--- src/hw/rtl/u8xd_pkg.sv ---
package u8xd_pkg;

  // Field widths of the input and result words.
  localparam int unsigned UnitW     = 8;
  localparam int unsigned CodeW     = 32;
  localparam int unsigned CountW    = 3;
  localparam int unsigned AccW      = 31;
  localparam int unsigned PayloadW  = 6;
  localparam int unsigned InDataW   = 8;
  localparam int unsigned OutDataW  = 40;

  typedef logic [UnitW-1:0]  unit_t;
  typedef logic [CodeW-1:0]  code_t;
  typedef logic [CountW-1:0] count_t;
  typedef logic [AccW-1:0]   acc_t;

  // Bytes that stand alone with a special mapping.
  localparam unit_t ByteFe    = 8'hFE;
  localparam unit_t ByteFf    = 8'hFF;
  localparam code_t CodeFe    = 32'hFFFF_FFFE;
  localparam code_t CodeFf    = 32'hFFFF_FFFF;

  localparam count_t LenSingle = 3'd1;
  localparam count_t LenMax    = 3'd6;

  // Sequence length opened by a byte seen while idle; one for anything else.
  function automatic count_t lead_length(unit_t b);
    count_t len;
    case (b) inside
      [8'hC0:8'hDF]: len = 3'd2;
      [8'hE0:8'hEF]: len = 3'd3;
      [8'hF0:8'hF7]: len = 3'd4;
      [8'hF8:8'hFB]: len = 3'd5;
      [8'hFC:8'hFD]: len = 3'd6;
      default:       len = LenSingle;
    endcase
    return len;
  endfunction

  // Payload bits that a lead byte carries, by sequence length.
  function automatic acc_t lead_payload(unit_t b, count_t len);
    acc_t acc;
    case (len)
      3'd2:    acc = {26'd0, b[4:0]};
      3'd3:    acc = {27'd0, b[3:0]};
      3'd4:    acc = {28'd0, b[2:0]};
      3'd5:    acc = {29'd0, b[1:0]};
      3'd6:    acc = {30'd0, b[0]};
      default: acc = '0;
    endcase
    return acc;
  endfunction

endpackage

--- src/hw/rtl/utf8_extended_stream_decoder_core.sv ---
// Decoder for the original UTF-8 form with sequences of up to six bytes.
// A code point is presented in the cycle after its last byte is accepted.
// One byte per cycle unless a held output word is not being taken.
// The output register frees itself in the cycle its word is taken.
// Reset (rst_ni low, asynchronous) clears the sequence state and the output valid.
module utf8_extended_stream_decoder_core (
  input  logic                            clk_i,
  input  logic                            rst_ni,
  input  logic                            s_axis_tvalid_i,
  output logic                            s_axis_tready_o,
  // Fields from bit 0: unit_byte[7:0].
  input  logic [u8xd_pkg::InDataW-1:0]    s_axis_tdata_i,
  output logic                            m_axis_tvalid_o,
  input  logic                            m_axis_tready_i,
  // Fields from bit 0: code_point[31:0], units_used[34:32], zero fill[39:35].
  output logic [u8xd_pkg::OutDataW-1:0]   m_axis_tdata_o
);
  import u8xd_pkg::*;

  acc_t   acc_q, acc_d;
  count_t remain_q, remain_d;
  count_t seq_len_q, seq_len_d;
  logic   out_valid_q;
  code_t  out_code_q, out_code_d;
  count_t out_units_q, out_units_d;
  logic   emit;
  logic   in_fire;
  unit_t  unit_byte;
  count_t lead_len;
  acc_t   acc_shift;

  assign unit_byte       = s_axis_tdata_i[UnitW-1:0];
  assign s_axis_tready_o = !out_valid_q || m_axis_tready_i;
  assign in_fire         = s_axis_tvalid_i && s_axis_tready_o;
  assign lead_len        = lead_length(unit_byte);
  assign acc_shift       = {acc_q[AccW-PayloadW-1:0], unit_byte[PayloadW-1:0]};

  // Next sequence state and the result word that this byte produces.
  always_comb begin
    acc_d       = acc_q;
    remain_d    = remain_q;
    seq_len_d   = seq_len_q;
    emit        = 1'b0;
    out_code_d  = {1'b0, acc_shift};
    out_units_d = seq_len_q;
    if (remain_q != '0) begin
      // Continuation byte: taken without any check.
      acc_d    = acc_shift;
      remain_d = remain_q - 3'd1;
      emit     = (remain_q == 3'd1);
    end else if (lead_len != LenSingle) begin
      acc_d     = lead_payload(unit_byte, lead_len);
      seq_len_d = lead_len;
      remain_d  = lead_len - 3'd1;
    end else begin
      seq_len_d   = LenSingle;
      emit        = 1'b1;
      out_units_d = LenSingle;
      if (unit_byte == ByteFe) begin
        out_code_d = CodeFe;
      end else if (unit_byte == ByteFf) begin
        out_code_d = CodeFf;
      end else begin
        out_code_d = {24'd0, unit_byte};
      end
    end
  end

  // Sequence state registers.
  always_ff @(posedge clk_i or negedge rst_ni) begin
    if (!rst_ni) begin
      acc_q     <= '0;
      remain_q  <= '0;
      seq_len_q <= '0;
    end else if (in_fire) begin
      acc_q     <= acc_d;
      remain_q  <= remain_d;
      seq_len_q <= seq_len_d;
    end
  end

  // Output valid flag.
  always_ff @(posedge clk_i or negedge rst_ni) begin
    if (!rst_ni) begin
      out_valid_q <= 1'b0;
    end else if (s_axis_tready_o) begin
      out_valid_q <= in_fire && emit;
    end
  end

  // Output payload register.
  always_ff @(posedge clk_i) begin
    if (in_fire && emit) begin
      out_code_q  <= out_code_d;
      out_units_q <= out_units_d;
    end
  end

  assign m_axis_tvalid_o = out_valid_q;
  assign m_axis_tdata_o  = {5'd0, out_units_q, out_code_q};

`ifndef SYNTHESIS
  // A presented word always reports a length from one to six.
  a_units_range: assert property (@(posedge clk_i) disable iff (!rst_ni)
    out_valid_q |-> (out_units_q != '0) && (out_units_q <= LenMax))
    else $error("units_used out of range");

  // While a sequence is open, the bytes still expected are fewer than its length.
  a_remain_bound: assert property (@(posedge clk_i) disable iff (!rst_ni)
    (remain_q != '0) |-> (remain_q < seq_len_q) && (seq_len_q <= LenMax))
    else $error("sequence counters inconsistent");

  // The last byte of a sequence yields a word carrying that sequence's length.
  a_last_emits: assert property (@(posedge clk_i) disable iff (!rst_ni)
    (in_fire && remain_q == 3'd1) |=> out_valid_q && (out_units_q == $past(seq_len_q)))
    else $error("completed sequence not presented");

  // A byte that leaves a sequence open produces no word.
  a_mid_silent: assert property (@(posedge clk_i) disable iff (!rst_ni)
    (in_fire && remain_d != '0) |=> !out_valid_q)
    else $error("word presented mid-sequence");
`endif

endmodule
--- config.mk ---
export PLATFORM = sky130hd
export DESIGN_NAME = utf8_extended_stream_decoder_core
export DESIGN_NICKNAME = d
export VERILOG_FILES = /design/src/hw/rtl/u8xd_pkg.sv /design/src/hw/rtl/utf8_extended_stream_decoder_core.sv
export SDC_FILE = /design/constraint.sdc
export NUM_CORES = 1
export LEC_CHECK = 0
export ABC_AREA = 1
export BUFFER_PORTS_ARGS = -buffer_cell sky130_fd_sc_hd__buf_4
export CAP_MARGIN = 20
export CORE_MARGIN = 3
export CORE_UTILIZATION = 35
export DETAILED_ROUTE_END_ITERATION = 12
export PLACE_DENSITY = 0.58
export SYNTH_ARGS = -nofsm -noshare
export SYNTH_HDL_FRONTEND = slang
export SYNTH_SLANG_ARGS = --single-unit
--- constraint.sdc ---
create_clock -name clk_i -period 2.6 [get_ports clk_i]
set_input_delay 0 -clock clk_i [delete_from_list [all_inputs] [get_ports clk_i]]
set_output_delay 0 -clock clk_i [all_outputs]
set_load 0.1 [all_outputs]
Yosys cells after proc, flatten, opt, wreduce, memory -nomap -nowiden
Cells that the tools add are included.
{"block": "word_totals", "regBits": 67, "inputBits": 12, "output_inout_bits": 42, "word_cells": 62}
{"block": "classes", "add_sub_neg": 2, "order_cmp": 10, "n_eq_ne": 9, "mux": 19, "bitwise_logic": 1, "reduce_logical": 14}
{"operator": "two-way mux 32 bit", "count": 2}
{"operator": "two-way mux 31 bit", "count": 2}
{"operator": "two-way mux 25 bit", "count": 2}
{"operator": "greater-or-equal comparator 8 bit (second input constant)", "count": 5}
{"operator": "less-or-equal comparator 8 bit (second input constant)", "count": 5}
{"operator": "two-way mux 3 bit", "count": 10}
{"operator": "one-hot mux 5 bit (5 select lines)", "count": 1}
{"operator": "== test 8 bit (second input constant)", "count": 2}
{"operator": "== test 3 bit (second input constant)", "count": 3}
{"operator": "logical AND 1 bit", "count": 7}
{"operator": "== test 3 x 2 -> 1 bit (second input constant)", "count": 2}
{"operator": "subtractor 3 x 1 -> 3 bit (second input constant)", "count": 2}
{"operator": "AND reduction 2 bit", "count": 2}
{"operator": "== test 3 x 1 -> 1 bit (second input constant)", "count": 1}
{"operator": "inequality test 3 x 1 -> 1 bit (second input constant)", "count": 1}
{"operator": "nonzero test 3 bit", "count": 1}
{"operator": "two-way mux 1 bit", "count": 2}
{"operator": "nonzero test 2 bit", "count": 1}
{"operator": "OR reduction 2 bit", "count": 1}
{"operator": "logical NOT 1 bit", "count": 1}
{"operator": "logical OR 1 bit", "count": 1}
{"operator": "inverter 1 bit", "count": 1}

Depth between registers and ports, before layout
{"block": "logic_depth", "word_depth": 11, "mapped_depth": 12, "depth_no_buf": 12}

Least setup slack after synthesis
Ideal clock, no wire load.
{"block": "synth_timing", "kind": "flip-flop to flip-flop", "startpoint": "register out_valid_q (netlist: m_axis_tvalid_o)", "endpoint": "register out_code_q[0] (enable)", "setup_ns": 0.390, "arrival_ns": 2.676, "t_required_ns": 2.210, "slack_ns": -0.465, "path_stages_with_launch": 6, "path_buffers": 0, "synth_period_minus_slack_ns": 3.065, "path_cell_list": "dfrtp_1 > nand2_1 > nand2_1 > inv_1 > nand2_1 > inv_1"}
{"block": "synth_between", "elab_chain_len": 4}
{"item": "start: declaration", "line": "utf8_extended_stream_decoder_core.sv:23", "text": "logic out_valid_q;"}
{"item": "start signal: assignment", "line": "utf8_extended_stream_decoder_core.sv:87", "text": "out_valid_q <= in_fire && emit;"}
{"item": "logical NOT 1 bit", "line": "utf8_extended_stream_decoder_core.sv:33", "text": "assign s_axis_tready_o = !out_valid_q || m_axis_tready_i;"}
{"item": "logical OR 1 bit", "line": "utf8_extended_stream_decoder_core.sv:33"}
{"item": "net s_axis_tready_o", "line": "utf8_extended_stream_decoder_core.sv:10", "text": "output logic s_axis_tready_o,"}
{"item": "logical AND 1 bit", "line": "utf8_extended_stream_decoder_core.sv:34", "text": "assign in_fire = s_axis_tvalid_i && s_axis_tready_o;"}
{"item": "logical AND 1 bit", "line": "utf8_extended_stream_decoder_core.sv:93", "text": "if (in_fire && emit) begin"}
{"item": "end signal: assignment", "line": "utf8_extended_stream_decoder_core.sv:94", "text": "out_code_q <= out_code_d;"}
{"item": "end: declaration", "line": "utf8_extended_stream_decoder_core.sv:24", "text": "code_t out_code_q, out_code_d;"}
The timed path passes the listed nets, and every way through them passes these cells.
A chain may end at the register's enable or synchronous reset.

Final worst setup path
{"block": "layout_timing", "startpoint": "input s_axis_tdata_i[6] (netlist name)", "endpoint": "register out_units_q[1] (enable)"}
{"block": "layout_between", "elab_chain_len": 11, "word_cells_on_any_way": 24, "classes_between": "order compare (10); eq/ne (1); mux (7); reduce/logical (6)"}
{"item": "start: declaration", "line": "utf8_extended_stream_decoder_core.sv:12", "text": "input logic [u8xd_pkg::InDataW-1:0] s_axis_tdata_i,"}
{"item": "greater-or-equal comparator 8 bit (implied by the code) or less-or-equal comparator 8 bit (tied branches)", "line": "utf8_extended_stream_decoder_core.sv:35", "text": "assign lead_len = lead_length(unit_byte);"}
{"item": "logical AND 1 bit (implied by the code)", "line": "utf8_extended_stream_decoder_core.sv:35"}
{"item": "two-way mux 3 bit (4 in series)", "line": "u8xd_pkg.sv:29", "text": "case (b) inside"}
{"item": "two-way mux 3 bit (*)", "line": "u8xd_pkg.sv:29"}
{"item": "inequality test 3 x 1 -> 1 bit (*)", "line": "utf8_extended_stream_decoder_core.sv:51", "text": "end else if (lead_len != LenSingle) begin"}
{"item": "two-way mux 1 bit (*)", "line": "utf8_extended_stream_decoder_core.sv:51"}
{"item": "two-way mux 1 bit (*)", "line": "utf8_extended_stream_decoder_core.sv:46", "text": "if (remain_q != '0) begin"}
{"item": "logical AND 1 bit (*)", "line": "utf8_extended_stream_decoder_core.sv:93"}
{"item": "end signal: assignment", "line": "utf8_extended_stream_decoder_core.sv:95", "text": "out_units_q <= out_units_d;"}
{"item": "end: declaration", "line": "utf8_extended_stream_decoder_core.sv:25", "text": "count_t out_units_q, out_units_d;"}
Mark *: on every way between the ends. The rest lies on a longest branch, timed or not.

==> results.md <==
* IO Port Bufs at 48
* Vias in the first global route at 2062
* Final worst slack at between 0.2 and 0.25 ns
* Commonest non-fill, non-tap cell in the layout: buf_4
* Via-to-Cell Ratio at 4.68
* Starting Density at around 37%
* Critical Path Start: s_axis_tdata_i[6]
* Crit path max fanout at 22
* Largest incremental delay on the critical path at between 0.5 and 0.6 ns
* Clock H-tree levels at 3
* Final design area excluding fillers at around 3600 um^2
* CTS tree: yes
* # diodes at 0
* Final HPWL DP at about 3800 um
* DRT Pass-1 Iters at 4
* Post-CTS Setup Bufs at 0
* Cell taking the most area after synthesis: edfxtp_1
* Reg2reg end: out_units_q[1]
* # DRC at 0
* RSZ-0062 raised after global routing: false
* WL final at between 5000 and 6000 um
* FF-to-FF setup slack at between 0.4 and 0.5 ns
* WS Path Type: input pin to register
* Nature of the critical path startpoint: input pin
* Critical-path top delay cell: dlygate4sd3_1
* Setup TNS at 0 ns
* Clock Tree Root: clkbuf_8
* WL per Instance at 13.1 um
* DIE HEIGHT at 97.3 um
* Full die area at about 9500 um^2
* Post-layout net count at 341
* Setup crit end: out_units_q[1]
* Via count at 2006
* FILL cells at 756
* CTS Buf Count at 9
* Clock sinks at 67
* Sequential cell area at 1850 um^2
* Die width at roughly 97 um
* Clk slew on worst S/H paths at ~0.08 ns
* Status: finished, final reports clean
* Final setup vio count at 0
* Area grow syn2layout at 23.3%
* Post-synth top area share at between 30% and 40%
* Final estimated routing congestion in global placement at 0.850
* Synth unique cells at 26
* Cell family with most CP delay: buffers and inverters
* Worst Tran Pin Value at approximately 0.74 ns
* Drt initial violations at 91
* Max Root-Sink Buffers at 2
* Crit path depth at 13
* Fraction of layout cells with a size suffix above 1 at 23.5%
* Worst Hold Class: input pin to async pin
* Overall Global Routing Usage at 12.7%
* Endpoint type of the worst setup path: register
* Peak supply drop at roughly 0.46 mV
* CTS Hold Buffers Added at 10
* Period minus WS final at approximately 2.4 ns
* Area after DPL at approximately 3300 um^2
* Pwr dens at around 1300 nW/um^2
* #FFs+latches synth at 67
* Detail Route Antenna Nets at 0
* Initial antenna violation count at 0
* Seq/Total Area, Yosys at 63.5%
* Largest cells by area after synthesis: edfxtp_1, dfrtp_1, inv_1
* Crit path arrival time at between 2 and 2.5 ns
* Synthesized instance count at ~270
* Post-layout util at 45.6%
* Global-route wire length before repair at 9640 um
* Final Max Slew Viols at 0
* Multi-input gate area at ~750 um^2
* Worst-case clock skew at 0.00707 ns
* Pleak at 1.63 nW
* Most common cell type on the critical path: nand2_1
* CP Cell Sequence: dlygate4sd3_1 > buf_4 > nand2_1 > nor2_4 > nand4_1 > nand3_1 > inv_1 > ha_1 > nand3_4 > nand2_1 > nand2_1 > clkinvlp_4 > buf_12
* Netlist area before placement at about 3000 um^2
* Most frequent cells in the layout: buf_4, inv_1, nand2_1
* Io pins at 54
* Critical Path RT at about 2.7 ns
* Worst Reg-to-Reg Cells at 9
* Clk Latency, worst-skew pair at around 0.34 ns
* Number of gates resized after CTS at 0
* WP buf/inv at 5
* Syn_area_per_cell at ~11 um^2
* Synth warnings at 0
* Max Clk Rate at 0.419 GHz
* Slew HR at approximately half
* Cell Rows at 32
* Worst r2r src: remain_q[0]
* Core Box Area at ~7900 um^2
* Hold Fails Final Rpt at 0
* Largest net degree at the start of global routing at 33
* Gr ovfl total at 0
* Period utilization at about nine tenths
* Worst slack at placement at about 0.42 ns
* Total of max-cap violations at 0
## metrics by stage
| stage | total power [mW] | hold WS (ns) | std cells |
|---|---|---|---|
| 2_1_floorplan | 3.46 | -0.296 | 273 |
| 3_3_place_gp | 3.83 | -0.0324 | 403 |
| 3_5_place_dp | 3.86 | -0.0286 | 403 |
| 4_1_cts | 4.74 | 0.134 | 429 |
| 5_1_grt | 4.98 | 0.156 | 429 |
| 6_report | 4.70 | 0.132 | 429 |
## registers in the layout, summed over array words and instances (netlist names)
name / cells
remain_q: 3
seq_len_q: 3
m_axis_tvalid_o: 1
out_units_q: 3
acc_q: 25
out_code_q: 32
## how the worst min path moves through the flow
stage | end | startpoint | depth (start not counted) | slack [ns]
final | remain_q[1] | rst_ni | 2 | 0.13
after global routing | remain_q[1] | rst_ni | 2 | 0.16
after CTS | acc_q[22] | rst_ni | 2 | 0.13
after detailed placement | remain_q[0] | rst_ni | 1 | -0.03
after global placement | remain_q[0] | rst_ni | 1 | -0.03
after floorplan | acc_q[0] | rst_ni | 0 | -0.30
## routing by layer
layer	vias up	track usage, %	routed length, um
met1	941	15.0	2500
met4	0	5.11	126
li1	982	-	-
met2	71	21.3	2670
met5	-	0	0
met3	12	4.38	336
## synth_stat cells
| master | number |
|---|---|
| a21boi_0 | 1 |
| a21oi_1 | 5 |
| buf_2 | 1 |
| buf_4 | 7 |
| buf_6 | 6 |
| clkbuf_1 | 7 |
| conb_1 | 1 |
| dfrtp_1 | 32 |
| edfxtp_1 | 35 |
| ha_1 | 7 |
| inv_1 | 45 |
| inv_2 | 3 |
| nand2_1 | 37 |
| nand2_4 | 3 |
| nand3_1 | 9 |
| nand3_2 | 1 |
| nand3_4 | 1 |
| nand4_1 | 2 |
| nor2_1 | 12 |
| nor2_4 | 1 |
| nor3_1 | 1 |
| o21ai_0 | 22 |
| o21ai_1 | 8 |
| o21bai_1 | 1 |
| o22ai_1 | 20 |
| or2_1 | 1 |
## power by group
| part | leakage, nW | internal, mW | total, mW | switching, mW |
|---|---|---|---|---|
| Sequential | 0.735 | 1.56 | 1.66 | 0.105 |
| Clock | 0.104 | 0.451 | 0.862 | 0.411 |
| Combinational | 0.795 | 0.476 | 2.17 | 1.70 |
| Total | 1.63 | 2.48 | 4.70 | 2.21 |
## layout make-up
| cell class | instances | area share, % |
|---|---|---|
| clock buffer | 9 | 3.45 |
| clock inverter | 7 | 2.09 |
| inverter | 48 | 5.12 |
| multi-input combinational | 137 | 20.9 |
| sequential | 67 | 51.6 |
| tap | 102 | 3.55 |
| timing repair buffer | 59 | 13.4 |
## cells by family after synthesis
kind of cell,after synthesis,share of synthesized area (%)
other,1,0.129
and+or+nand+nor,68,11.2
DFF,67,63.5
AOI/OAI and AO/OA,57,10.8
buffers and inverters,69,11.4
adders and majority gates,7,3.00
Power figures use the tool's default switching activity.
